==> config.mk <==
export PLATFORM = sky130hd
export DESIGN_NAME = rpwu_ram
export DESIGN_NICKNAME = d
export VERILOG_FILES = /design/src/rpwu_ram.sv
export SDC_FILE = /design/constraint.sdc
export NUM_CORES = 1
export LEC_CHECK = 0
export BUFFER_PORTS_ARGS = -buffer_cell sky130_fd_sc_hd__buf_2
export CAP_MARGIN = 20
export CORE_ASPECT_RATIO = 1.5
export CORE_UTILIZATION = 60
export CTS_BUF_LIST = sky130_fd_sc_hd__clkbuf_16
export CTS_CLUSTER_DIAMETER = 100
export DETAILED_ROUTE_END_ITERATION = 10
export PLACE_DENSITY = 0.78
export SETUP_SLACK_MARGIN = 0.02
export SLEW_MARGIN = 40
export SYNTH_ARGS = -nofsm -noshare
export SYNTH_HDL_FRONTEND = slang
export SYNTH_SLANG_ARGS = --single-unit
==> constraint.sdc <==
create_clock -name clk -period 1.85 [get_ports clk]
set_input_delay 0.0925 -clock clk [delete_from_list [all_inputs] [get_ports clk]]
set_output_delay 0.0925 -clock clk [all_outputs]
set_load 0.02 [all_outputs]
==> src/rpwu_ram.sv <==
`default_nettype none
// rpwu_ram: generic single port ram with registered read
module rpwu_ram #(
  parameter int WIDTH = 8,
  parameter int DEPTH = 16
) (
  input  wire logic                                     clk,
  input  wire logic                                     we,
  input  wire logic [((DEPTH > 1) ? $clog2(DEPTH) : 1)-1:0] addr,
  input  wire logic [WIDTH-1:0]                         wdata,
  output logic      [WIDTH-1:0]                         rdata
);

  logic [WIDTH-1:0] mem_r [DEPTH];

  always_ff @(posedge clk) begin
    if (we) begin
      mem_r[addr] <= wdata;
    end
    rdata <= mem_r[addr];
  end

endmodule
`default_nettype wire

==> results.yml <==
power:
  p_int_uw: 5380
  comb_power_share: 0.050
  power.total_uw: 6720
  p_leak_uw: 0.00201
  switching_share: 0.200
  clkPwrFrac: 0.434
  p_sw_uw: 1340
  power_frac_seq: 0.516
  p_per_area_nw_per_um2: 1130
  ir_drop_uv: 971
global_routing:
  antenna_found_initial: 0
  gr-usage-met1: 0.270
  grt_usage: 0.238
  overflow: 0
  grt_max_degree: 40
  grt_use_met3: 0.0645
  grt_use_met2: 0.420
  grt_first_pass_wirelength_mm: 14.2
  grt.busiest_layer: "met2"
  grt_pass1_vias: 2615
final_layout:
  layout_commonest_cell: "edfxtp_1"
  final_cell_mix: "edfxtp_1 (128), mux4_2 (32), buf_2 (21)"
  drive_above_1_share: 0.350
  area_delta_synth_final_pct: 17.5
  finalInstanceArea_um2: 5950
  finish.net_count: 295
  antenna_cells: 0
clocking:
  cts_hold_buf: 0
  cts_tree: "built"
  insertion_delay_ns: 0.41
  htreeDepth: 4
  numCtsBuffers: 17
  ctsResizeCount: 0
  clockBufferDepth: 2
  cts_setup_buffers: 0
  clockRootBuffer: "clkbuf_16"
  path_clk_slew_ns: 0.05
  cts.sinks: 136
timing:
  tns_ns: 0
  final.min_clock_period_ns: 1.35
  slew_headroom: 0.572
  min_period_over_period: 0.732
  setup_viol: 0
  hold_ws_ns: 0.0676
  rsz0062_at_grt: "no"
  fmax_ghz: 0.738
  maxSlewViolCount: 0
  finalHoldViolCount: 0
  worst_pin_slew_ns: 0.641
  fin_skew_ns: 0.00584
synth:
  syn_area_um2: 5070
  postSynthCellCount: 230
  yosysUniqueCellTypes: 18
  seq_area_frac_synth: 0.790
  synth.avg_cell_area_um2: 22.0
  ys_seq_elements: 136
  synth.net_count: 244
  ys_warn_count: 0
floorplan:
  die_area_um2: 8820
  die_y_um: 115
  start_util: 0.625
  coreArea_um2: 8110
  io_pins: 22
  dieWidth_um: 77.0
  rows: 40
critical_path:
  cp.depth: 3
  path_cells: "mux4_2, a22oi_1, nand2_1"
  cp_top_family: "multiplexers"
  crit_required_ns: 2.14
  cp.arrival_ns: 1.64
  crit-reg2reg-launch: "mem_r[3][2]"
  cp_slowest_cell: "mux4_2"
  cpPeakStageDelay_ns: 0.49
  worstPathMaxFanout: 1
  critPathLaunchType: "register"
  crit_type: "register to register"
  crit_buf_inv: 0
  cp-end-kind: "register"
  regToRegEndpoint: "rdata[2]"
  reg2reg_depth: 3
  r2r_slack_ns: 0.50
hold_path:
  whs_path_depth: 1
  min_from: "wdata[4]"
  hp-class: "primary input to register"
  holdPathEnd: "mem_r[2][4]"
route:
  viasPerCell: 6.01
  wire_per_inst_um: 23.3
  num_vias: 2397
  wirelength_mm: 9.31
  ant_nets: 0
  dr.first_iter.drc_count: 165
  drc: 0
  drt-pass1-iter-count: 4
placed_design:
  hpwlAfterDp_mm: 6.01
  place_congestion: 0.757
  dpl_cell_area_um2: 5430
  io_buffers: 21
flow_run:
  max_cap_violations: 0
run_status:
  status: "finished, final reports clean"
==> power groups by stage <==
stage / Clock, uW / Sequential [uW] / Combinational, uW
after floorplan: 0 / 3550 / 177
after global placement: 0 / 3530 / 328
after detailed placement: 0 / 3530 / 337
after CTS: 2950 / 3470 / 342
after global routing: 3100 / 3470 / 364
final: 2920 / 3470 / 338
==> state kept, by name (all words and copies together), names as in the netlist <==
| signal | flops |
|---|---|
| rdata | 8 |
| mem_r | 128 |
==> cells in the mapped netlist (all sizes together) <==
cell / n / area share
dfxtp: 8 / 0.032
a22oi: 16 / 0.024
or3b: 1 / 0.0017
nor2b: 2 / 0.0025
and2: 1 / 0.0012
nand3b: 2 / 0.0030
edfxtp: 128 / 0.76
nor2: 13 / 0.0096
mux4: 32 / 0.14
nand2b: 2 / 0.0025
clkbuf: 3 / 0.0025
nand3: 1 / 0.00099
nand2: 9 / 0.0067
buf: 8 / 0.0094
nor3: 4 / 0.0040
==> worst max-delay path by stage <==
stage,startpoint,to,slack [ns]
after floorplan,addr[2],mem_r[0][0],0.26
after detailed placement,addr[0],rdata[5],0.29
after global routing,mem_r[2][5],rdata[5],0.42
after global placement,addr[0],rdata[5],0.32
final,mem_r[3][2],rdata[2],0.50
after CTS,mem_r[3][2],rdata[2],0.49
==> layer usage <==
metal | part of all wire | routed length, um | vias to the layer above
met5 | 0 | 0 | -
met4 | 0.015 | 140 | 0
met3 | 0.052 | 487 | 15
met2 | 0.57 | 5280 | 94
met1 | 0.36 | 3400 | 1228
li1 | - | - | 1060
==> cell type report <==
type	count	area [um2]
clock inverters	15	93.8
well taps	105	131
fillers	478	2150
flip-flops and latches	136	4000
multi-input cells	83	1000
clock buffers	17	425
repair buffers	43	295
==> through the flow <==
| step | worst slack, ns | instances | utilization |
|---|---|---|---|
| global route | 0.419 | 399 | 0.734 |
| floorplan | 0.264 | 230 | - |
| detailed placement | 0.288 | 367 | 0.670 |
| CTS | 0.487 | 399 | 0.734 |
| finish | 0.495 | 399 | 0.734 |
| global placement | 0.318 | 367 | 0.670 |
==> cells by family after synthesis <==
family	share of synthesized area
AOI/OAI and AO/OA	0.0237
buffers and inverters	0.0119
DFF	0.790
muxes	0.142
and+or+nand+nor	0.0321
No activity file was read; power rests on OpenSTA's default activity.
