### src/rpwu_pkg.sv
`default_nettype none
// rpwu_pkg: shared constants, types and helpers of the rprop weight update engine
package rpwu_pkg;

  localparam int ENTRY_COUNT = 1024;
  localparam int ADDR_W      = (ENTRY_COUNT > 1) ? $clog2(ENTRY_COUNT) : 1;

  localparam int IDX_W    = 10;
  localparam int VAL_W    = 32;
  localparam int STEP_W   = 31;
  localparam int GROW_W   = 18;
  localparam int SHRINK_W = 16;
  localparam int PROD_W   = STEP_W + GROW_W;
  localparam int FRAC_W   = 16;
  localparam int ENTRY_W  = 3 * VAL_W + STEP_W;

  // operation codes
  localparam logic [1:0] OP_LOAD = 2'd0;
  localparam logic [1:0] OP_ACC  = 2'd1;
  localparam logic [1:0] OP_UPD  = 2'd2;
  localparam logic [1:0] OP_READ = 2'd3;

  // step kind codes
  localparam logic [1:0] KIND_GREW   = 2'd0;
  localparam logic [1:0] KIND_SHRANK = 2'd1;
  localparam logic [1:0] KIND_SAME   = 2'd2;
  localparam logic [1:0] KIND_NONE   = 2'd3;

  // gradient direction codes
  localparam logic [1:0] DIR_GROW   = 2'd0;
  localparam logic [1:0] DIR_SHRINK = 2'd1;
  localparam logic [1:0] DIR_ZERO   = 2'd2;

  // configuration register indexes
  localparam logic [2:0] REG_GROW    = 3'd0;
  localparam logic [2:0] REG_SHRINK  = 3'd1;
  localparam logic [2:0] REG_MAXSTEP = 3'd2;
  localparam logic [2:0] REG_MINSTEP = 3'd3;
  localparam logic [2:0] REG_INITSTEP = 3'd4;

  localparam int PADDR_W = 5;

  typedef struct packed {
    logic signed [VAL_W-1:0] weight;
    logic [STEP_W-1:0]       step;
    logic signed [VAL_W-1:0] prev;
    logic signed [VAL_W-1:0] sum;
  } entry_t;

  typedef struct packed {
    logic [GROW_W-1:0]   grow_factor;
    logic [SHRINK_W-1:0] shrink_factor;
    logic [STEP_W-1:0]   max_step;
    logic [STEP_W-1:0]   min_step;
    logic [STEP_W-1:0]   initial_step;
  } cfg_t;

  // sign of prev times sign of sum
  function automatic logic [1:0] grad_dir(input logic signed [VAL_W-1:0] prev,
                                          input logic signed [VAL_W-1:0] sum);
    logic nz;
    nz = (prev != '0) && (sum != '0);
    if (!nz) begin
      return DIR_ZERO;
    end else if (prev[VAL_W-1] == sum[VAL_W-1]) begin
      return DIR_GROW;
    end else begin
      return DIR_SHRINK;
    end
  endfunction

endpackage
`default_nettype wire

### src/rpwu_cfg.sv
`default_nettype none
// rpwu_cfg: apb register file holding the update factors and step limits
module rpwu_cfg (
  input  wire logic                           clk,
  input  wire logic                           rst_n,
  input  wire logic                           psel,
  input  wire logic                           penable,
  input  wire logic                           pwrite,
  input  wire logic [rpwu_pkg::PADDR_W-1:0]   paddr,
  input  wire logic [31:0]                    pwdata,
  output logic      [31:0]                    prdata,
  output rpwu_pkg::cfg_t                      cfg
);

  rpwu_pkg::cfg_t cfg_r;
  logic [2:0]     reg_idx;
  logic           wr_en;

  assign reg_idx = paddr[4:2];
  assign wr_en   = psel && penable && pwrite;
  assign cfg     = cfg_r;

  always_ff @(posedge clk) begin
    if (!rst_n) begin
      cfg_r.grow_factor   <= rpwu_pkg::GROW_W'(78643);
      cfg_r.shrink_factor <= rpwu_pkg::SHRINK_W'(32768);
      cfg_r.max_step      <= rpwu_pkg::STEP_W'(3276800);
      cfg_r.min_step      <= rpwu_pkg::STEP_W'(1);
      cfg_r.initial_step  <= rpwu_pkg::STEP_W'(6554);
    end else if (wr_en) begin
      case (reg_idx)
        rpwu_pkg::REG_GROW:     cfg_r.grow_factor   <= pwdata[rpwu_pkg::GROW_W-1:0];
        rpwu_pkg::REG_SHRINK:   cfg_r.shrink_factor <= pwdata[rpwu_pkg::SHRINK_W-1:0];
        rpwu_pkg::REG_MAXSTEP:  cfg_r.max_step      <= pwdata[rpwu_pkg::STEP_W-1:0];
        rpwu_pkg::REG_MINSTEP:  cfg_r.min_step      <= pwdata[rpwu_pkg::STEP_W-1:0];
        rpwu_pkg::REG_INITSTEP: cfg_r.initial_step  <= pwdata[rpwu_pkg::STEP_W-1:0];
        default: ;
      endcase
    end
  end

  always_comb begin
    case (reg_idx)
      rpwu_pkg::REG_GROW:     prdata = 32'(cfg_r.grow_factor);
      rpwu_pkg::REG_SHRINK:   prdata = 32'(cfg_r.shrink_factor);
      rpwu_pkg::REG_MAXSTEP:  prdata = 32'(cfg_r.max_step);
      rpwu_pkg::REG_MINSTEP:  prdata = 32'(cfg_r.min_step);
      rpwu_pkg::REG_INITSTEP: prdata = 32'(cfg_r.initial_step);
      default:                prdata = '0;
    endcase
  end

endmodule
`default_nettype wire

### config.mk
export PLATFORM = sky130hd
export DESIGN_NAME = rpwu_cfg
export DESIGN_NICKNAME = d
export VERILOG_FILES = /design/src/rpwu_pkg.sv /design/src/rpwu_cfg.sv
export SDC_FILE = /design/constraint.sdc
export NUM_CORES = 1
export LEC_CHECK = 0
export BUFFER_PORTS_ARGS = -buffer_cell sky130_fd_sc_hd__buf_2
export CAP_MARGIN = 20
export CORE_UTILIZATION = 25
export DETAILED_ROUTE_END_ITERATION = 10
export GPL_TIMING_DRIVEN = 0
export MAX_ROUTING_LAYER = met4
export PLACE_DENSITY = 0.52
export REMOVE_ABC_BUFFERS = 1
export SLEW_MARGIN = 20
export SYNTH_ARGS = -nofsm -noshare
export SYNTH_HDL_FRONTEND = slang
export SYNTH_SLANG_ARGS = --single-unit
### constraint.sdc
create_clock -name clk -period 1.55 [get_ports clk]
set_input_delay 0.155 -clock clk [delete_from_list [all_inputs] [get_ports clk]]
set_output_delay 0.155 -clock clk [all_outputs]
set_load 0.05 [all_outputs]
==> results_dict.tcl, run 1 <==
set metrics [dict create \
    drt.antenna.violating_nets 0 \
    arrival_ps 1480 \
    setup_viol 16 \
    timing.final.ws_setup_ps -81.02 \
    ys_warn_count 0 \
    cts_root_buf "clkbuf_16" \
    leakage_nw 3.906 \
    status "finished with violations" \
    cts_made_buffers 17 \
    maxSlewHeadroom_pct 55.32 \
    portBuffers 196 \
    antenna_found_initial 0 \
    path_max_fanout 3 \
    io_pins 201 \
    fin_util_pct 35.53 \
    max_freq_mhz 613.1 \
    cts_buffer_depth 2 \
    yosysMostFrequentCell "nand2_1" \
    rsz0062_at_grt "yes" \
    grt_util_all_layers_pct 17.81 \
    start_kind "flip-flop" \
    wirelength_um 20090 \
    ys.flop_type "dfxtp_1" \
    wl_per_cell_um 18.20 \
    drcViolationCount 0 \
    htreeDepth 4 \
    min_period_over_period_pct 105.2 \
    area_growth_syn_to_layout_pct 39.66 \
    drt_pass1_iterations 4 \
    cp-end-kind "primary output" \
    viasPerCell 4.704 \
    ys_seq_area_share_pct 44.28 \
    path_clk_slew_ps 60 \
    dr_total_vias 5193 \
    cts_tree "yes" \
    antennaDiodeCount 0 \
    drive_above_1_share_pct 39.32 \
    ys_ff_latch 127 \
    cts.sinks 127 \
    synth_top_cell_by_area "dfxtp_1" \
    path_cells "mux2_4 -> a22oi_1 -> o22ai_1 -> buf_4" \
    worst_pin_slew_ps 666.6 \
    rows 55 \
    synth_cells 612 \
    cp_slowest_cell "dfxtp_2" \
    setup_tns_ps -774.0 \
    largest_reg_flops 127 \
    violations "negative setup slack" \
    synth_cell_types 32 \
    place_congestion 0.7174 \
    syn_avg_cell_area_um2 9.382 \
    path_class "flip-flop to primary output" \
    core-area_mm2 0.02257 \
    syn_area_mm2 0.005742 \
    period_minus_slack_ps 1631 \
    drt_iter0_drc 251 \
    finalHoldViolCount 0 \
    dp.cells 1049 \
    hold_class "primary input to flip-flop" \
    clock_latency_ps 410 \
    stdcell_count 1104 \
    synth_common_cells "nand2_1 (151), dfxtp_1 (127), mux2i_1 (121), a22oi_1 (32), buf_2 (20)" \
    skew_ps 0 \
    synth_top_cell_area_share_pct 44.28 \
    die_w_um 153.6 \
    grt_pass1_vias 5186 \
    die_area_mm2 0.02358 \
    max_stage_delay_ps 320 \
    required_ps 1390 \
    ir_drop_mv 0.5689 \
    power.density_mw_per_mm2 1012 \
    fin_hold_ws_ps 21.48 \
    holdPathStages 3 \
    async_flop_share_pct 0 \
    grt_overflow 0 \
    dpl.hpwl_um 12870 \
    reg2regPathDepth 1 \
    grt_max_degree 97 \
    maxCapViolCount 0 \
    die_h_um 153.6 \
    final_max_slew_viol_count 0 \
    nNetsFinal 849 \
    synth_edf_count 0 \
    start_util_pct 25.44 \
    grt_pass1_wl_um 30940 \
    synthTopCellsByArea "dfxtp_1 (44%), mux2i_1 (21%), nand2_1 (9.9%)" \
    power_mw 8.118 \
]
[critical path, delay by kind of cell, from the launching register on]
| kind | cells | cell delay [ps] |
|---|---|---|
| AOI/OAI and AO/OA | 2 | 260 |
| muxes | 1 | 270 |
| buffers and inverters | 1 | 210 |
| DFF | 1 | 320 |
[metal layers]
layer,part of all wire (%),up-vias,track usage (%)
met5,0,-,-
met4,1.6,0,5.095
met3,3.1,20,3.382
met2,48,127,29.03
met1,47,2519,22.35
li1,-,2527,-
[cells by family after synthesis]
logic type / count (synthesis) / share of synthesized area [%]
DFF: 127 / 44.28
AOI/OAI and AO/OA: 82 / 9.980
other: 1 / 0.06531
muxes: 137 / 24.23
buffers and inverters: 69 / 6.058
and+or+nand+nor: 196 / 15.38
[stage by stage]
stage	cell area [um2]	setup slack (ps)
floorplan	5446	-853.9
global placement	6784	-3319
detailed placement	7000	-1244
CTS	7951	-132.5
global route	8019	-190.5
finish	8019	-81.02
[power breakdown]
| part | switching, mW | total [mW] | internal, mW |
|---|---|---|---|
| Combinational | 0.542 | 0.789 | 0.247 |
| Clock | 1.45 | 4.01 | 2.56 |
| Sequential | 0.0210 | 3.32 | 3.29 |
[cell type report]
cell class / count / area [um2]
fill: 2298 / 14550
clock buffer: 25 / 505.5
inverter: 14 / 52.55
clock inverter: 6 / 80.08
sequential: 127 / 2580
timing repair buffer: 230 / 1450
tap: 285 / 356.6
multi-input combinational: 417 / 2994
[path summary, 6_finish.rpt]
check | start | endpoint | slack [ps]
max | cfg[77] | prdata[15] | -80
min | pwdata[9] | cfg[118] | 20
max reg2reg | cfg[12] | cfg[12] | 840
min reg2reg | cfg[65] | cfg[65] | 460
[what timing repair did]
item | in CTS | in global routing
hold buffers | 3 | 0
buffers inserted | 18 | 2
setup endpoints to repair | 112 | 43
pin swaps | 23 | 3
hold endpoints to repair | 3 | 0
resized for setup | 68 | 18
gates cloned | 1 | 0
[layout by cell type, fill, tap and decap left out, drive strengths merged]
cell         count
mux2            16
clkbuf          28
and4b            1
o211ai          13
inv             14
a211o            8
o21ai           13
clkinv           4
a22oi           32
nand2b           1
dlygate4sd3      3
nand3           16
o22ai           16
nand3b           2
nor2             1
nor3             1
buf            224
and3             9
conb             1
mux2i          121
nor2b            3
and4             1
nor3b            3
or3              2
nand2          152
bufinv           2
dfxtp          127
nand4b           5
(Power assumes the default switching activity.)
==> run 2, diff against run 1 <==
- CORE_ASPECT_RATIO: unset -> 0.8
- GPL_ROUTABILITY_DRIVEN: unset -> 0
==> results_dict.tcl, run 2 (synthesis results as in run 1) <==
set metrics [dict create \
    drt.antenna.violating_nets 0 \
    wirelength_um 19790 \
    die_w_um 171.4 \
    cp-end-kind "primary output" \
    portBuffers 196 \
    antenna_found_initial 2 \
    grt_util_all_layers_pct 17.42 \
    die_h_um 137.6 \
    maxCapViolCount 0 \
    fin_util_pct 36.03 \
    cts_root_buf "clkbuf_16" \
    rrSetupSlack_ps 830 \
    switching_share_pct 24.82 \
    largest_reg_flops 127 \
    viasPerCell 4.591 \
    grt_overflow 0 \
    hold_class "primary input to flip-flop" \
    ir_drop_mv 0.6000 \
    cts_made_buffers 17 \
    path_cells "mux2_4 -> a22oi_2 -> o22ai_2 -> buf_6" \
    required_ps 1390 \
    clock_latency_ps 400 \
    skew_ps 0 \
    area_growth_syn_to_layout_pct 41.21 \
    p_seq_share_pct 40.5 \
    p_comb_share_pct 9.8 \
    cts.sinks 127 \
    die_area_mm2 0.02358 \
    cp_slowest_cell "dfxtp_2" \
    nNetsFinal 846 \
    grt_pass1_wl_um 29460 \
    path_clk_slew_ps 60 \
    htreeDepth 4 \
    holdPathEnd "cfg[122]" \
    cts_tree "yes" \
    power.density_mw_per_mm2 1010 \
    p_clk_share_pct 49.7 \
    setup_tns_ps -372.3 \
    wl_per_cell_um 17.58 \
    start_kind "flip-flop" \
    drt_iter0_drc 287 \
    violations "negative setup slack" \
    worst_pin_slew_ps 660.1 \
    path_max_fanout 3 \
    power_mw 8.190 \
    setup_viol 14 \
    layout_commonest_cell "buf_2" \
    drcViolationCount 0 \
    drt_pass1_iterations 5 \
    arrival_ps 1470 \
    timing.final.ws_setup_ps -71.66 \
    final_max_slew_viol_count 0 \
    reg2reg_to "cfg[79]" \
    dr_total_vias 5169 \
    r2r-start "cfg[79]" \
    cts_hold_buf 0 \
    path_class "flip-flop to primary output" \
    p_sw_mw 2.033 \
    fillCellCount 2353 \
    fin_hold_ws_ps 23.33 \
    max_freq_mhz 616.7 \
    reg2regPathDepth 3 \
    dpl.hpwl_um 12650 \
    holdPathStages 3 \
    leakage_nw 3.888 \
    io_pins 201 \
    maxSlewHeadroom_pct 56.00 \
    drive_above_1_share_pct 40.15 \
    min_from "pwdata[13]" \
    start_util_pct 25.52 \
    core-area_mm2 0.02250 \
    rsz0062_at_grt "yes" \
    min_period_over_period_pct 104.6 \
    status "finished with violations" \
    grt_max_degree 84 \
    cts_buffer_depth 2 \
    finalHoldViolCount 0 \
    mostFrequentLayoutCells "buf_2 (163), nand2_1 (150), mux2i_1 (121), dfxtp_1 (101), buf_4 (43)" \
    max_stage_delay_ps 320 \
    p_int_mw 6.157 \
    grt_pass1_vias 4854 \
    period_minus_slack_ps 1622 \
    rows 49 \
]
## run 2: how the worst max path moves through the flow
stage                        start  slack, ps         end  cells after the start
after floorplan           paddr[4]       -850    cfg[100]                      3
after global placement    paddr[2]      -3380      cfg[8]                      4
after detailed placement  paddr[4]      -1180     cfg[56]                      4
after CTS                  cfg[41]       -130  prdata[10]                      4
after global routing       cfg[72]       -120  prdata[10]                      4
final                      cfg[72]        -70  prdata[10]                      4
## run 2: per-layer routing
layer	wire (um)	global-route usage (%)	share of wire, %
met4	106	3.919	0.54
met1	9790	23.84	49
met3	905	3.706	4.6
met2	8990	26.11	45
met5	0	-	0
## run 2: critical path, delay by kind of cell, from the launching register on
| kind | cells | cell delay (ps) |
|---|---|---|
| AOI/OAI and AO/OA | 2 | 300 |
| buffers and inverters | 1 | 170 |
| DFF | 1 | 320 |
| muxes | 1 | 270 |
## run 2: final cells by class
type	count	area [um2]	share of cell area, %
antenna	3	7.507	0.09259
clock buffer	22	464.2	5.725
clock inverter	10	136.4	1.682
inverter	14	52.55	0.6481
multi-input combinational	417	3032	37.39
sequential	127	2575	31.76
tap	306	382.9	4.722
timing repair buffer	227	1458	17.98
## run 2: per-stage QoR
stage          cells  worst slack (ps)  cell area [um2]
6_report        1126            -71.66             8108
5_1_grt         1125            -122.7             8105
4_1_cts         1117            -128.6             7923
3_5_place_dp    1069             -1182             7023
3_3_place_gp    1059             -3376             6810
2_1_floorplan    557            -853.9             5446
## run 2: what timing repair did
item / in CTS / in global routing
gates resized for setup: 57 / 46
pin swaps: 7 / 11
endpoints found under the setup margin: 125 / 39
gates cloned: 1 / 0
buffers inserted: 15 / 6
## run 2: power groups by stage
stage	registers (mW)	clock network [mW]	logic, mW
2_1_floorplan	3.48	0	0.275
5_1_grt	3.32	4.36	0.851
3_3_place_gp	3.39	0	0.689
4_1_cts	3.31	4.19	0.787
6_report	3.32	4.07	0.800
3_5_place_dp	3.39	0	0.727
